===== src/ipdt_pkg.sv =====
// ----------------------------------------------------------------------------
// ipdt_pkg
// Shared types and constants of the pulse-distance IR transmitter.
// ----------------------------------------------------------------------------
package ipdt_pkg;

  localparam int unsigned SYS_CODE_W  = 26;
  localparam int unsigned CMD_W       = 8;
  localparam int unsigned SHORT_CNT_W = 12;
  localparam int unsigned GAP_CNT_W   = 16;
  localparam int unsigned CFG_IDX_W   = 3;
  localparam int unsigned CFG_DATA_W  = 26;

  // Register indexes on the write port
  localparam logic [CFG_IDX_W-1:0] CFG_SYSTEM_CODE  = 3'd0;
  localparam logic [CFG_IDX_W-1:0] CFG_LEADER_MARK  = 3'd1;
  localparam logic [CFG_IDX_W-1:0] CFG_LEADER_SPACE = 3'd2;
  localparam logic [CFG_IDX_W-1:0] CFG_BIT_MARK     = 3'd3;
  localparam logic [CFG_IDX_W-1:0] CFG_ONE_SPACE    = 3'd4;
  localparam logic [CFG_IDX_W-1:0] CFG_ZERO_SPACE   = 3'd5;
  localparam logic [CFG_IDX_W-1:0] CFG_GAP          = 3'd6;

  // Reset values of the registers
  localparam logic [SYS_CODE_W-1:0]  RST_SYSTEM_CODE  = 26'd64790810;
  localparam logic [SHORT_CNT_W-1:0] RST_LEADER_MARK  = 12'd326;
  localparam logic [SHORT_CNT_W-1:0] RST_LEADER_SPACE = 12'd170;
  localparam logic [SHORT_CNT_W-1:0] RST_BIT_MARK     = 12'd16;
  localparam logic [SHORT_CNT_W-1:0] RST_ONE_SPACE    = 12'd59;
  localparam logic [SHORT_CNT_W-1:0] RST_ZERO_SPACE   = 12'd18;
  localparam logic [GAP_CNT_W-1:0]   RST_GAP          = 16'd1769;

  typedef enum logic [3:0] {
    SEG_IDLE       = 4'd0,
    SEG_LEAD_MARK  = 4'd1,
    SEG_LEAD_SPACE = 4'd2,
    SEG_BIT_MARK   = 4'd3,
    SEG_BIT_SPACE  = 4'd4,
    SEG_STOP_MARK  = 4'd5,
    SEG_GAP        = 4'd6,
    SEG_REP_MARK   = 4'd7,
    SEG_REP_SPACE  = 4'd8,
    SEG_REP_STOP   = 4'd9
  } segment_e;

  typedef struct packed {
    logic [SYS_CODE_W-1:0]  system_code;
    logic [SHORT_CNT_W-1:0] leader_mark;
    logic [SHORT_CNT_W-1:0] leader_space;
    logic [SHORT_CNT_W-1:0] bit_mark;
    logic [SHORT_CNT_W-1:0] one_space;
    logic [SHORT_CNT_W-1:0] zero_space;
    logic [GAP_CNT_W-1:0]   gap;
  } cfg_t;

  typedef struct packed {
    logic ir_level;
    logic busy;
  } res_t;

  function automatic logic is_mark(segment_e seg);
    return (seg == SEG_LEAD_MARK) || (seg == SEG_BIT_MARK) || (seg == SEG_STOP_MARK) ||
           (seg == SEG_REP_MARK) || (seg == SEG_REP_STOP);
  endfunction

endpackage


===== src/ir_pulse_distance_transmitter_top.sv =====
// ----------------------------------------------------------------------------
// ir_pulse_distance_transmitter_top - pulse-distance IR remote transmitter
// An input transfer's result is registered and shown in the cycle after it is accepted.
// Throughput: one item per cycle while the output channel does not stall.
// Reset: async active low; sequencer idle, carrier high, no result valid, registers at defaults.
// ----------------------------------------------------------------------------
module ir_pulse_distance_transmitter_top #(
  parameter int unsigned SYSTEM_CODE_BITS = 26,
  parameter int unsigned TICK_COUNT_WIDTH = 16
) (
  input  logic                            clk_i,
  input  logic                            rst_ni,
  // configuration write port
  input  logic                            cfg_we_i,
  input  logic [ipdt_pkg::CFG_IDX_W-1:0]  cfg_idx_i,
  input  logic [ipdt_pkg::CFG_DATA_W-1:0] cfg_wdata_i,
  // input channel: one tick or one send request per transfer
  input  logic                            in_valid_i,
  output logic                            in_stall_o,
  input  logic                            action_i,
  input  logic [ipdt_pkg::CMD_W-1:0]      command_i,
  // output channel: pin level and busy flag per transfer
  output logic                            out_valid_o,
  input  logic                            out_stall_i,
  output logic                            ir_level_o,
  output logic                            busy_res_o
);
  import ipdt_pkg::*;

  cfg_t cfg;
  res_t seq_res;
  res_t out_res;
  logic step;

  // Timing counts and system code. A write takes effect at the next edge,
  // also in the middle of a frame (the running segment uses the new count).
  ipdt_cfg u_cfg (
    .clk_i       (clk_i),
    .rst_ni      (rst_ni),
    .cfg_we_i    (cfg_we_i),
    .cfg_idx_i   (cfg_idx_i),
    .cfg_wdata_i (cfg_wdata_i),
    .cfg_o       (cfg)
  );

  // Sequencer walks leader, data bits, stop, gap and repeat frame. Each
  // accepted transfer steps it at most once (a send outside idle is dropped); the result for that transfer
  // comes out of the same combinational pass.
  ipdt_seq #(
    .SYSTEM_CODE_BITS (SYSTEM_CODE_BITS),
    .TICK_COUNT_WIDTH (TICK_COUNT_WIDTH)
  ) u_seq (
    .clk_i     (clk_i),
    .rst_ni    (rst_ni),
    .step_i    (step),
    .action_i  (action_i),
    .command_i (command_i),
    .cfg_i     (cfg),
    .res_o     (seq_res)
  );

  // Result register decouples the sink. A new transfer is taken whenever the
  // register is empty or draining this cycle, so ticks flow back to back.
  ipdt_out_reg u_out (
    .clk_i       (clk_i),
    .rst_ni      (rst_ni),
    .in_valid_i  (in_valid_i),
    .in_stall_o  (in_stall_o),
    .res_i       (seq_res),
    .step_o      (step),
    .out_valid_o (out_valid_o),
    .out_stall_i (out_stall_i),
    .res_o       (out_res)
  );

  assign ir_level_o = out_res.ir_level;
  assign busy_res_o = out_res.busy;

endmodule


===== src/ipdt_cfg.sv =====
// ----------------------------------------------------------------------------
// ipdt_cfg
// Timing and system code registers behind the plain write port.
// ----------------------------------------------------------------------------
module ipdt_cfg (
  input  logic                            clk_i,
  input  logic                            rst_ni,
  input  logic                            cfg_we_i,
  input  logic [ipdt_pkg::CFG_IDX_W-1:0]  cfg_idx_i,
  input  logic [ipdt_pkg::CFG_DATA_W-1:0] cfg_wdata_i,
  output ipdt_pkg::cfg_t                  cfg_o
);
  import ipdt_pkg::*;

  cfg_t cfg_q, cfg_d;

  always_comb begin
    cfg_d = cfg_q;
    if (cfg_we_i) begin
      unique case (cfg_idx_i)
        CFG_SYSTEM_CODE:  cfg_d.system_code  = cfg_wdata_i[SYS_CODE_W-1:0];
        CFG_LEADER_MARK:  cfg_d.leader_mark  = cfg_wdata_i[SHORT_CNT_W-1:0];
        CFG_LEADER_SPACE: cfg_d.leader_space = cfg_wdata_i[SHORT_CNT_W-1:0];
        CFG_BIT_MARK:     cfg_d.bit_mark     = cfg_wdata_i[SHORT_CNT_W-1:0];
        CFG_ONE_SPACE:    cfg_d.one_space    = cfg_wdata_i[SHORT_CNT_W-1:0];
        CFG_ZERO_SPACE:   cfg_d.zero_space   = cfg_wdata_i[SHORT_CNT_W-1:0];
        CFG_GAP:          cfg_d.gap          = cfg_wdata_i[GAP_CNT_W-1:0];
        default:          cfg_d = cfg_q; // unused index, write dropped
      endcase
    end
  end

  always_ff @(posedge clk_i or negedge rst_ni) begin
    if (!rst_ni) begin
      cfg_q.system_code  <= RST_SYSTEM_CODE;
      cfg_q.leader_mark  <= RST_LEADER_MARK;
      cfg_q.leader_space <= RST_LEADER_SPACE;
      cfg_q.bit_mark     <= RST_BIT_MARK;
      cfg_q.one_space    <= RST_ONE_SPACE;
      cfg_q.zero_space   <= RST_ZERO_SPACE;
      cfg_q.gap          <= RST_GAP;
    end else begin
      cfg_q <= cfg_d;
    end
  end

  assign cfg_o = cfg_q;

endmodule


===== src/ipdt_seq.sv =====
// ----------------------------------------------------------------------------
// ipdt_seq
// Frame sequencer: segment state, tick counter, carrier and payload shifter.
// ----------------------------------------------------------------------------
module ipdt_seq #(
  parameter int unsigned SYSTEM_CODE_BITS = 26,
  parameter int unsigned TICK_COUNT_WIDTH = 16
) (
  input  logic                       clk_i,
  input  logic                       rst_ni,
  input  logic                       step_i,
  input  logic                       action_i,
  input  logic [ipdt_pkg::CMD_W-1:0] command_i,
  input  ipdt_pkg::cfg_t             cfg_i,
  output ipdt_pkg::res_t             res_o
);
  import ipdt_pkg::*;

  localparam int unsigned PAY_W  = SYSTEM_CODE_BITS + 2 * CMD_W;
  localparam int unsigned BL_W   = $clog2(PAY_W + 1);
  localparam int unsigned CMP_W  = 25;
  localparam logic [BL_W-1:0]             BITS_TOTAL = BL_W'(PAY_W);
  localparam logic [TICK_COUNT_WIDTH-1:0] CNT_MAX    = {TICK_COUNT_WIDTH{1'b1}};

  segment_e                    seg_q, seg_d;
  logic [BL_W-1:0]             bits_left_q, bits_left_d, bits_dec;
  logic [TICK_COUNT_WIDTH-1:0] tick_q, tick_d, seg_len;
  logic                        carrier_q, carrier_d, level;
  logic [PAY_W-1:0]            payload_q, payload_d;
  logic [SYSTEM_CODE_BITS+SYS_CODE_W-1:0] sys_ext;
  logic [GAP_CNT_W-1:0]        raw_len;
  logic [CMP_W-1:0]            raw_len_ext;
  logic                        busy;

  assign sys_ext = {{SYSTEM_CODE_BITS{1'b0}}, cfg_i.system_code};

  // Length of the running segment: zero reads as one, clipped to counter range
  always_comb begin
    unique case (seg_q)
      SEG_LEAD_MARK, SEG_REP_MARK:
        raw_len = GAP_CNT_W'(cfg_i.leader_mark);
      SEG_LEAD_SPACE, SEG_REP_SPACE:
        raw_len = GAP_CNT_W'(cfg_i.leader_space);
      SEG_BIT_MARK, SEG_STOP_MARK, SEG_REP_STOP:
        raw_len = GAP_CNT_W'(cfg_i.bit_mark);
      SEG_BIT_SPACE:
        raw_len = payload_q[0] ? GAP_CNT_W'(cfg_i.one_space) : GAP_CNT_W'(cfg_i.zero_space);
      default:
        raw_len = cfg_i.gap;
    endcase
    raw_len_ext = CMP_W'(raw_len);
    if (raw_len == '0) begin
      seg_len = TICK_COUNT_WIDTH'(1);
    end else if (raw_len_ext > CMP_W'(CNT_MAX)) begin
      seg_len = CNT_MAX;
    end else begin
      seg_len = raw_len_ext[TICK_COUNT_WIDTH-1:0];
    end
  end

  assign bits_dec = (bits_left_q != '0) ? bits_left_q - BL_W'(1) : bits_left_q;

  always_comb begin
    seg_d       = seg_q;
    bits_left_d = bits_left_q;
    tick_d      = tick_q;
    carrier_d   = carrier_q;
    payload_d   = payload_q;
    level       = carrier_q;
    busy        = 1'b1;
    if (action_i) begin
      // send: only loads a frame when idle, otherwise dropped
      if (seg_q == SEG_IDLE) begin
        payload_d   = {~command_i, command_i, sys_ext[SYSTEM_CODE_BITS-1:0]};
        bits_left_d = BITS_TOTAL;
        seg_d       = SEG_LEAD_MARK;
        tick_d      = '0;
        carrier_d   = 1'b1;
      end
      level = carrier_d;
    end else if (seg_q == SEG_IDLE) begin
      carrier_d = 1'b1;
      level     = 1'b1;
      busy      = 1'b0;
    end else begin
      carrier_d = is_mark(seg_q) ? ~carrier_q : 1'b1;
      level     = carrier_d;
      tick_d    = tick_q + TICK_COUNT_WIDTH'(1);
      if (tick_d >= seg_len) begin
        tick_d    = '0;
        carrier_d = 1'b1;
        unique case (seg_q)
          SEG_LEAD_MARK:  seg_d = SEG_LEAD_SPACE;
          SEG_LEAD_SPACE: seg_d = (bits_left_q != '0) ? SEG_BIT_MARK : SEG_STOP_MARK;
          SEG_BIT_MARK:   seg_d = SEG_BIT_SPACE;
          SEG_BIT_SPACE: begin
            payload_d   = payload_q >> 1;
            bits_left_d = bits_dec;
            seg_d       = (bits_dec != '0) ? SEG_BIT_MARK : SEG_STOP_MARK;
          end
          SEG_STOP_MARK:  seg_d = SEG_GAP;
          SEG_GAP:        seg_d = SEG_REP_MARK;
          SEG_REP_MARK:   seg_d = SEG_REP_SPACE;
          SEG_REP_SPACE:  seg_d = SEG_REP_STOP;
          default:        seg_d = SEG_IDLE;
        endcase
      end
    end
  end

  always_ff @(posedge clk_i or negedge rst_ni) begin
    if (!rst_ni) begin
      seg_q       <= SEG_IDLE;
      bits_left_q <= '0;
      tick_q      <= '0;
      carrier_q   <= 1'b1;
    end else if (step_i) begin
      seg_q       <= seg_d;
      bits_left_q <= bits_left_d;
      tick_q      <= tick_d;
      carrier_q   <= carrier_d;
    end
  end

  always_ff @(posedge clk_i) begin
    if (step_i) begin
      payload_q <= payload_d;
    end
  end

  assign res_o.ir_level = level;
  assign res_o.busy     = busy;

endmodule


===== src/ipdt_out_reg.sv =====
// ----------------------------------------------------------------------------
// ipdt_out_reg
// Result register with valid flag; holds a result while the sink stalls.
// ----------------------------------------------------------------------------
module ipdt_out_reg (
  input  logic           clk_i,
  input  logic           rst_ni,
  input  logic           in_valid_i,
  output logic           in_stall_o,
  input  ipdt_pkg::res_t res_i,
  output logic           step_o,
  output logic           out_valid_o,
  input  logic           out_stall_i,
  output ipdt_pkg::res_t res_o
);
  import ipdt_pkg::*;

  logic valid_q, valid_d;
  res_t res_q;

  // upstream stalls only while a held result cannot leave
  assign in_stall_o = valid_q & out_stall_i;
  assign step_o     = in_valid_i & ~in_stall_o;

  always_comb begin
    valid_d = valid_q;
    if (step_o) begin
      valid_d = 1'b1;
    end else if (!out_stall_i) begin
      valid_d = 1'b0;
    end
  end

  always_ff @(posedge clk_i or negedge rst_ni) begin
    if (!rst_ni) begin
      valid_q <= 1'b0;
    end else begin
      valid_q <= valid_d;
    end
  end

  always_ff @(posedge clk_i) begin
    if (step_o) begin
      res_q <= res_i;
    end
  end

  assign out_valid_o = valid_q;
  assign res_o       = res_q;

endmodule


===== config.mk =====
export PLATFORM = sky130hd
export DESIGN_NAME = ir_pulse_distance_transmitter_top
export DESIGN_NICKNAME = d
export VERILOG_FILES = /design/src/ipdt_pkg.sv /design/src/ir_pulse_distance_transmitter_top.sv /design/src/ipdt_cfg.sv /design/src/ipdt_seq.sv /design/src/ipdt_out_reg.sv
export SDC_FILE = /design/constraint.sdc
export NUM_CORES = 1
export LEC_CHECK = 0
export CAP_MARGIN = 20
export CORE_UTILIZATION = 45
export CTS_CLUSTER_DIAMETER = 150
export DETAILED_ROUTE_END_ITERATION = 10
export DONT_BUFFER_PORTS = 1
export GPL_TIMING_DRIVEN = 0
export PLACE_DENSITY_LB_ADDON = 0.08
export SLEW_MARGIN = 20
export SYNTH_ARGS = -nofsm -noshare
export SYNTH_HDL_FRONTEND = slang
export SYNTH_SLANG_ARGS = --single-unit
export TNS_END_PERCENT = 5

===== constraint.sdc =====
create_clock -name clk_i -period 9.3 [get_ports clk_i]
set_clock_uncertainty 0.05 [all_clocks]
set_input_delay 1.395 -clock clk_i [delete_from_list [all_inputs] [get_ports clk_i]]
set_output_delay 1.395 -clock clk_i [all_outputs]
set_load 0.02 [all_outputs]

# ---- Word-level counts from Yosys, hierarchy flattened
# Index checks and enable logic that the tools add are counted.
dict set report op_classes {
  add_sub_neg 2
  multipliers 0
  div 0
  order_cmp 1
  n_eq_ne 18
  shifts 0
  n_mux 35
  bitwise 5
  n_reduce_logical 24
}
# operator count
set op_table {}
lappend op_table {{$mux W42} 5}
lappend op_table {{$mux W16} 5}
lappend op_table {{$pmux W16 S4} 1}
lappend op_table {{$mux W6} 6}
lappend op_table {{$pmux W4 S8} 1}
lappend op_table {{$add A16 B1 Y16 const B} 1}
lappend op_table {{$eq A4 B3 Y1 const B} 4}
lappend op_table {{$ge A16 B16 Y1} 1}
lappend op_table {{$logic_not A16 Y1} 1}
lappend op_table {{$mux W4} 4}
lappend op_table {{$reduce_and A2 Y1} 7}
lappend op_table {{$mux W12} 1}
lappend op_table {{$reduce_bool A6 Y1} 2}
lappend op_table {{$mux W1} 10}
lappend op_table {{$eq A3 B3 Y1 const B} 3}
lappend op_table {{$eq A4 B2 Y1 const B} 2}
lappend op_table {{$eq A4 B4 Y1 const B} 2}
lappend op_table {{$not A8 Y8} 1}
lappend op_table {{$eq A3 B2 Y1 const B} 2}
lappend op_table {{$mux W3} 2}
lappend op_table {{$sub A6 B1 Y6 const B} 1}
lappend op_table {{$reduce_and A5 Y1} 1}
lappend op_table {{$eq A4 B1 Y1 const B} 1}
lappend op_table {{$logic_not A4 Y1} 1}
lappend op_table {{other kinds (12)} 20}
dict set report word_totals {
  regBits 174
  latchBits 0
  ram_bits 0
  rom_bits 0
  inputBits 43
  out_inout_bits 4
  wordCells 100
  n_memories 0
}

# ---- Logic depth before layout (Yosys ltp)
dict set report logic_depth {
  word_depth 9
  ltp_mapped 18
  mapped_depth_nobuf 15
}

# ---- Modules after synthesis
# A second synthesis with hierarchy kept.
dict set report unflattened {
  hier_cells 725
  area_unflattened_um2 8952.3
}
# module n_inst cells_each area_each_um2 seq_area_each_um2
set modules_own_cells {}
lappend modules_own_cells {ipdt_seq 1 500 4949.7 1938.1}
lappend modules_own_cells {ipdt_cfg 1 219 3892.5 2597.5}
lappend modules_own_cells {ipdt_out_reg 1 6 110.1 85.1}

# ---- Worst setup path before layout
# No wires, ideal clock.
dict set report synth_timing {
  path_kind {register to register}
  startpoint {register u_seq.seg_q[3]}
  endpoint {register u_seq.payload_q[0] (enable)}
  t_arrival_ps 4140
  slack_ps 4707
  stages_incl_launch_ff 18
  synth_period_minus_slack_ps 4593
  cell_sequence {dfrtp_1 > buf_6 > or3_4 > a21o_1 > and2_4 > buf_6 > o22a_1 > a2111oi_2 > nand4_1 > o21ai_1 > ha_1 > nand2b_1 > a21o_1 > a31oi_1 > o221ai_1 > nor2b_1 > buf_2 > o21a_1}
}
dict set report synth_between {
  elab_chain_len 8
}
# element line_no
set synth_lines {}
lappend synth_lines {{start, declared} ipdt_seq.sv:25} ;# segment_e seg_q, seg_d;
lappend synth_lines {{start signal, assigned} ipdt_seq.sv:118} ;# seg_q <= seg_d;
lappend synth_lines {{$eq A4 B4 Y1 (tied with other cells)} ipdt_seq.sv:39} ;# unique case (seg_q)
lappend synth_lines {{$reduce_or A3 Y1 or $reduce_or A2 Y1 (tied branches)} ipdt_seq.sv:39}
lappend synth_lines {{$pmux W16 S4} ipdt_seq.sv:39}
lappend synth_lines {{$logic_not A16 Y1} ipdt_seq.sv:52} ;# if (raw_len == '0) begin
lappend synth_lines {{$mux W16} ipdt_seq.sv:52}
lappend synth_lines {{$ge A16 B16 Y1} ipdt_seq.sv:89} ;# if (tick_d >= seg_len) begin
lappend synth_lines {{$reduce_bool A2 Y1 (no line)} -}
lappend synth_lines {{$reduce_and A5 Y1 (no line) (*)} -}
lappend synth_lines {{end signal, assigned} ipdt_seq.sv:127} ;# payload_q <= payload_d;
lappend synth_lines {{end, declared} ipdt_seq.sv:29} ;# logic [PAY_W-1:0] payload_q, payload_d;
# Mark *: on every way between the ends. The rest lies on a longest branch, timed or not.
# A chain may end at the register's enable or synchronous reset.

# ---- Worst setup path after layout
dict set report layout_timing {
  startpoint {register u_seq.seg_q[0]}
  endpoint {register u_seq.payload_q[9] (enable)}
}
# Same word-level chain as after synthesis.

==> results.cfg <==
[synth]
synth_top_family_by_area = multiplexers
synth_compound_area_frac = 0.1001
synthTopCellsByArea = dfrtp_1 27%, mux2_2 18%, edfxtp_1 15%, dfstp_2 11%, ha_1 2.7%
synthCells = 721
syn_nets = 783
synth_xor_area_frac = 0.01304
synthAdderAreaFrac = 0.02722
synth_top_cell_by_area = dfrtp_1
ys_seq_area_frac = 0.5290
synthSimpleGateAreaFrac = 0.09855
synthMuxAreaShare = 0.2043
ys_seq_elements = 174
ys_types = 64
yosysWarnings = 0
async_flop_share = 0.7471
synth_top_cell_area_share = 0.2664
syn_area_per_cell_um2 = 12.11
synth_edf_count = 44
synth_area_mm2 = 0.008735
synthFlopType = dfrtp_1

[worst_setup_path]
worstPathRequired_ns = 9.43
ff2ff_path_depth = 17
critPathMaxFanout = 30
cp-end-kind = flip-flop
r2r_start = u_seq.seg_q[0]
rr_endpoint = u_seq.payload_q[9]
regToRegSetupSlack_ns = 4.20
start_kind = flip-flop
criticalPathCategory = flip-flop to flip-flop
crit_arrival_ns = 5.23

[outcome]
status = completed

[die]
core_mm2 = 0.01889
start_util = 0.4623
fp.dieH_um = 141.3
pin_count = 47
row_count = 50
die_x_um = 141.3
dieArea_mm2 = 0.01997

[detailed_routing]
antenna_left = 0
num_vias = 5723
drt-pass1-iter-count = 5
initialDrtViolationCount = 311
avgRoutedWirePerCell_um = 19.77
viasPerCell = 5.644
wl_mm = 20.05
drcViolationCount = 0

[sta]
finalCriticalPeriod_ns = 5.095
hold_viol = 0
setup_viol = 0
fmax_ghz = 0.1963
fin_crit_sh = 0.5479
fin_tns_setup_ns = 0
slew_viol_final = 0
slew_headroom = 0.4610
worst_slew_pin_slew_ns = 0.7972
rsz0062_at_grt = no

[clocking]
clock_sinks = 174
cts_buffers = 17
cts_tree = built
clk_latency_ns = 0.44
ctsResizeCount = 0
clkSlewWorstSetupHoldPaths_ns = 0.07
cts_hold_buffers = 0
clock_path_buffers = 2
clock-root-buffer = clkbuf_16
postCtsSetupRepairBufs = 0
cts.htree.levels = 4

[global_routing]
grt_pass1_vias = 5909
grt_pass1_wl_mm = 32.54
overflow = 0
grt_antenna_before_repair = 0
grtUsageTotal = 0.2142
grt_max_degree = 131

[run]
drv_cap = 0

[worst_hold_path]
hold_path_depth = 1
worstHoldStart = u_cfg.cfg_o[1]
holdPathEnd = u_cfg.cfg_o[1]
hold_path_class = flip-flop to flip-flop

[placed_design]
io_buffers = 0
place_hpwl_mm = 14.32
gp_congestion = 0.8278

[finish]
antenna_cells = 0
final_util = 0.5127
final_cell_mix = 138 x mux2_2, 93 x dfrtp_1, 50 x nand2_1
drive_gt1_frac = 0.3011
nets = 803
area_growth_pct = 10.90
fillers = 1688
layout_commonest_cell = mux2_2

[pwr]
power_density_mw_per_mm2 = 250.9
p_leak_nw = 3.929
vdd_drop_max_uv = 149.1
worst max-delay path by stage:
stage	startpoint	end	slack [ns]	depth (start not counted)
2_1_floorplan	u_seq.seg_q[3]	u_seq.payload_q[0]	4.71	17
3_3_place_gp	u_seq.seg_q[1]	u_seq.payload_q[1]	3.31	15
3_5_place_dp	u_seq.seg_q[1]	u_seq.payload_q[3]	4.23	16
4_1_cts	u_seq.seg_q[1]	u_seq.payload_q[13]	4.21	16
5_1_grt	u_seq.seg_q[0]	u_seq.payload_q[13]	3.93	17
6_report	u_seq.seg_q[0]	u_seq.payload_q[9]	4.20	17
registers in the layout, indices dropped and copies added (netlist names):
register / flops
u_out.res_o: 2
u_out.out_valid_o: 1
u_cfg.cfg_o: 102
u_seq.payload_q: 42
u_seq.carrier_q: 1
u_seq.tick_q: 16
u_seq.seg_q: 4
u_seq.bits_left_q: 6
worst max-delay path, stage by stage (launching register included):
cell and delay, ns:
dfrtp_1 0.45, clkbuf_1 0.38, nor2b_1 0.13, nor4b_1 0.69, a221oi_1 0.12, o22a_1 0.26, a2111oi_2 0.34, nand4_1 0.13
o21ai_1 0.16, ha_1 0.24, nand2b_1 0.14, a21o_1 0.18, a31oi_1 0.25, o221ai_1 0.33, nor2b_1 0.23, buf_2 0.19
o21a_2 0.34, buf_12 0.22
report_power, final:
part	total [mW]	switching [mW]	internal, mW
Sequential	1.01	0.0787	0.935
Clock	0.712	0.348	0.364
Combinational	0.704	0.391	0.313
Total	2.43	0.818	1.61
layout make-up:
| cell class | instances | area [um2] | area share |
|---|---|---|---|
| multi-input cells | 491 | 3884 | 0.4009 |
| well taps | 260 | 325.3 | 0.03358 |
| flip-flops and latches | 174 | 4621 | 0.4770 |
| plain buffers | 38 | 175.2 | 0.01808 |
| inverters | 18 | 67.56 | 0.006975 |
| clock inverters | 14 | 165.2 | 0.01705 |
| repair buffers | 1 | 20.02 | 0.002067 |
| clock buffers | 18 | 429.2 | 0.04430 |
through the flow:
stage / worst slack, ns / std cells / cell area [um2] / hold slack [ns] / power [mW]
floorplan: 4.707 / 721 / 8735 / 0.4206 / 1.526
detailed placement: 4.229 / 982 / 9086 / 0.4390 / 1.726
global route: 3.931 / 1014 / 9687 / 0.4716 / 2.566
finish: 4.205 / 1014 / 9687 / 0.4532 / 2.430
CTS: 4.207 / 1014 / 9681 / 0.4562 / 2.446
global placement: 3.309 / 981 / 9060 / 0.4308 / 1.703
cell usage after synthesis, types with 3 or more instances:
library cell	instances
mux2_2	138
dfrtp_1	93
nand2_1	50
edfxtp_1	44
o21ai_0	42
dfstp_2	37
nor2_1	35
clkbuf_1	25
mux2i_1	23
ha_1	19
nand3_1	19
inv_1	18
a21oi_1	14
nand2b_1	11
a21o_1	8
and3_1	8
o2bb2ai_1	8
xnor2_1	8
a221o_1	7
nand4_1	6
nor2b_1	6
nor3_1	6
a221oi_1	5
a31oi_1	5
and2_1	5
buf_2	5
xor2_1	5
a22oi_1	4
buf_1	4
nand4b_1	4
o211ai_1	4
o22a_1	4
o22ai_1	4
o31ai_1	4
a211oi_1	3
buf_6	3
nor4_1	3
or3_1	3
kinds of logic (layout without fill, tap and decap cells):
logic type	after synthesis	count (layout)
AO/OA/AOI/OAI	129	129
AND/OR/NAND/NOR	169	169
multiplexers	161	161
XOR/XNOR	13	13
buffers and inverters	56	89
flip-flops	174	174
adder cells (fa/ha/maj)	19	19
layer usage:
metal / share of wire / global-route usage / vias to the layer above
met2: 0.48 / 0.3447 / 97
met1: 0.47 / 0.2946 / 2896
met4: 0.015 / 0.06979 / 0
li1: - / - / 2709
met5: 0 / 0 / -
met3: 0.033 / 0.03712 / 21
No activity file was read; power rests on OpenSTA's default activity.
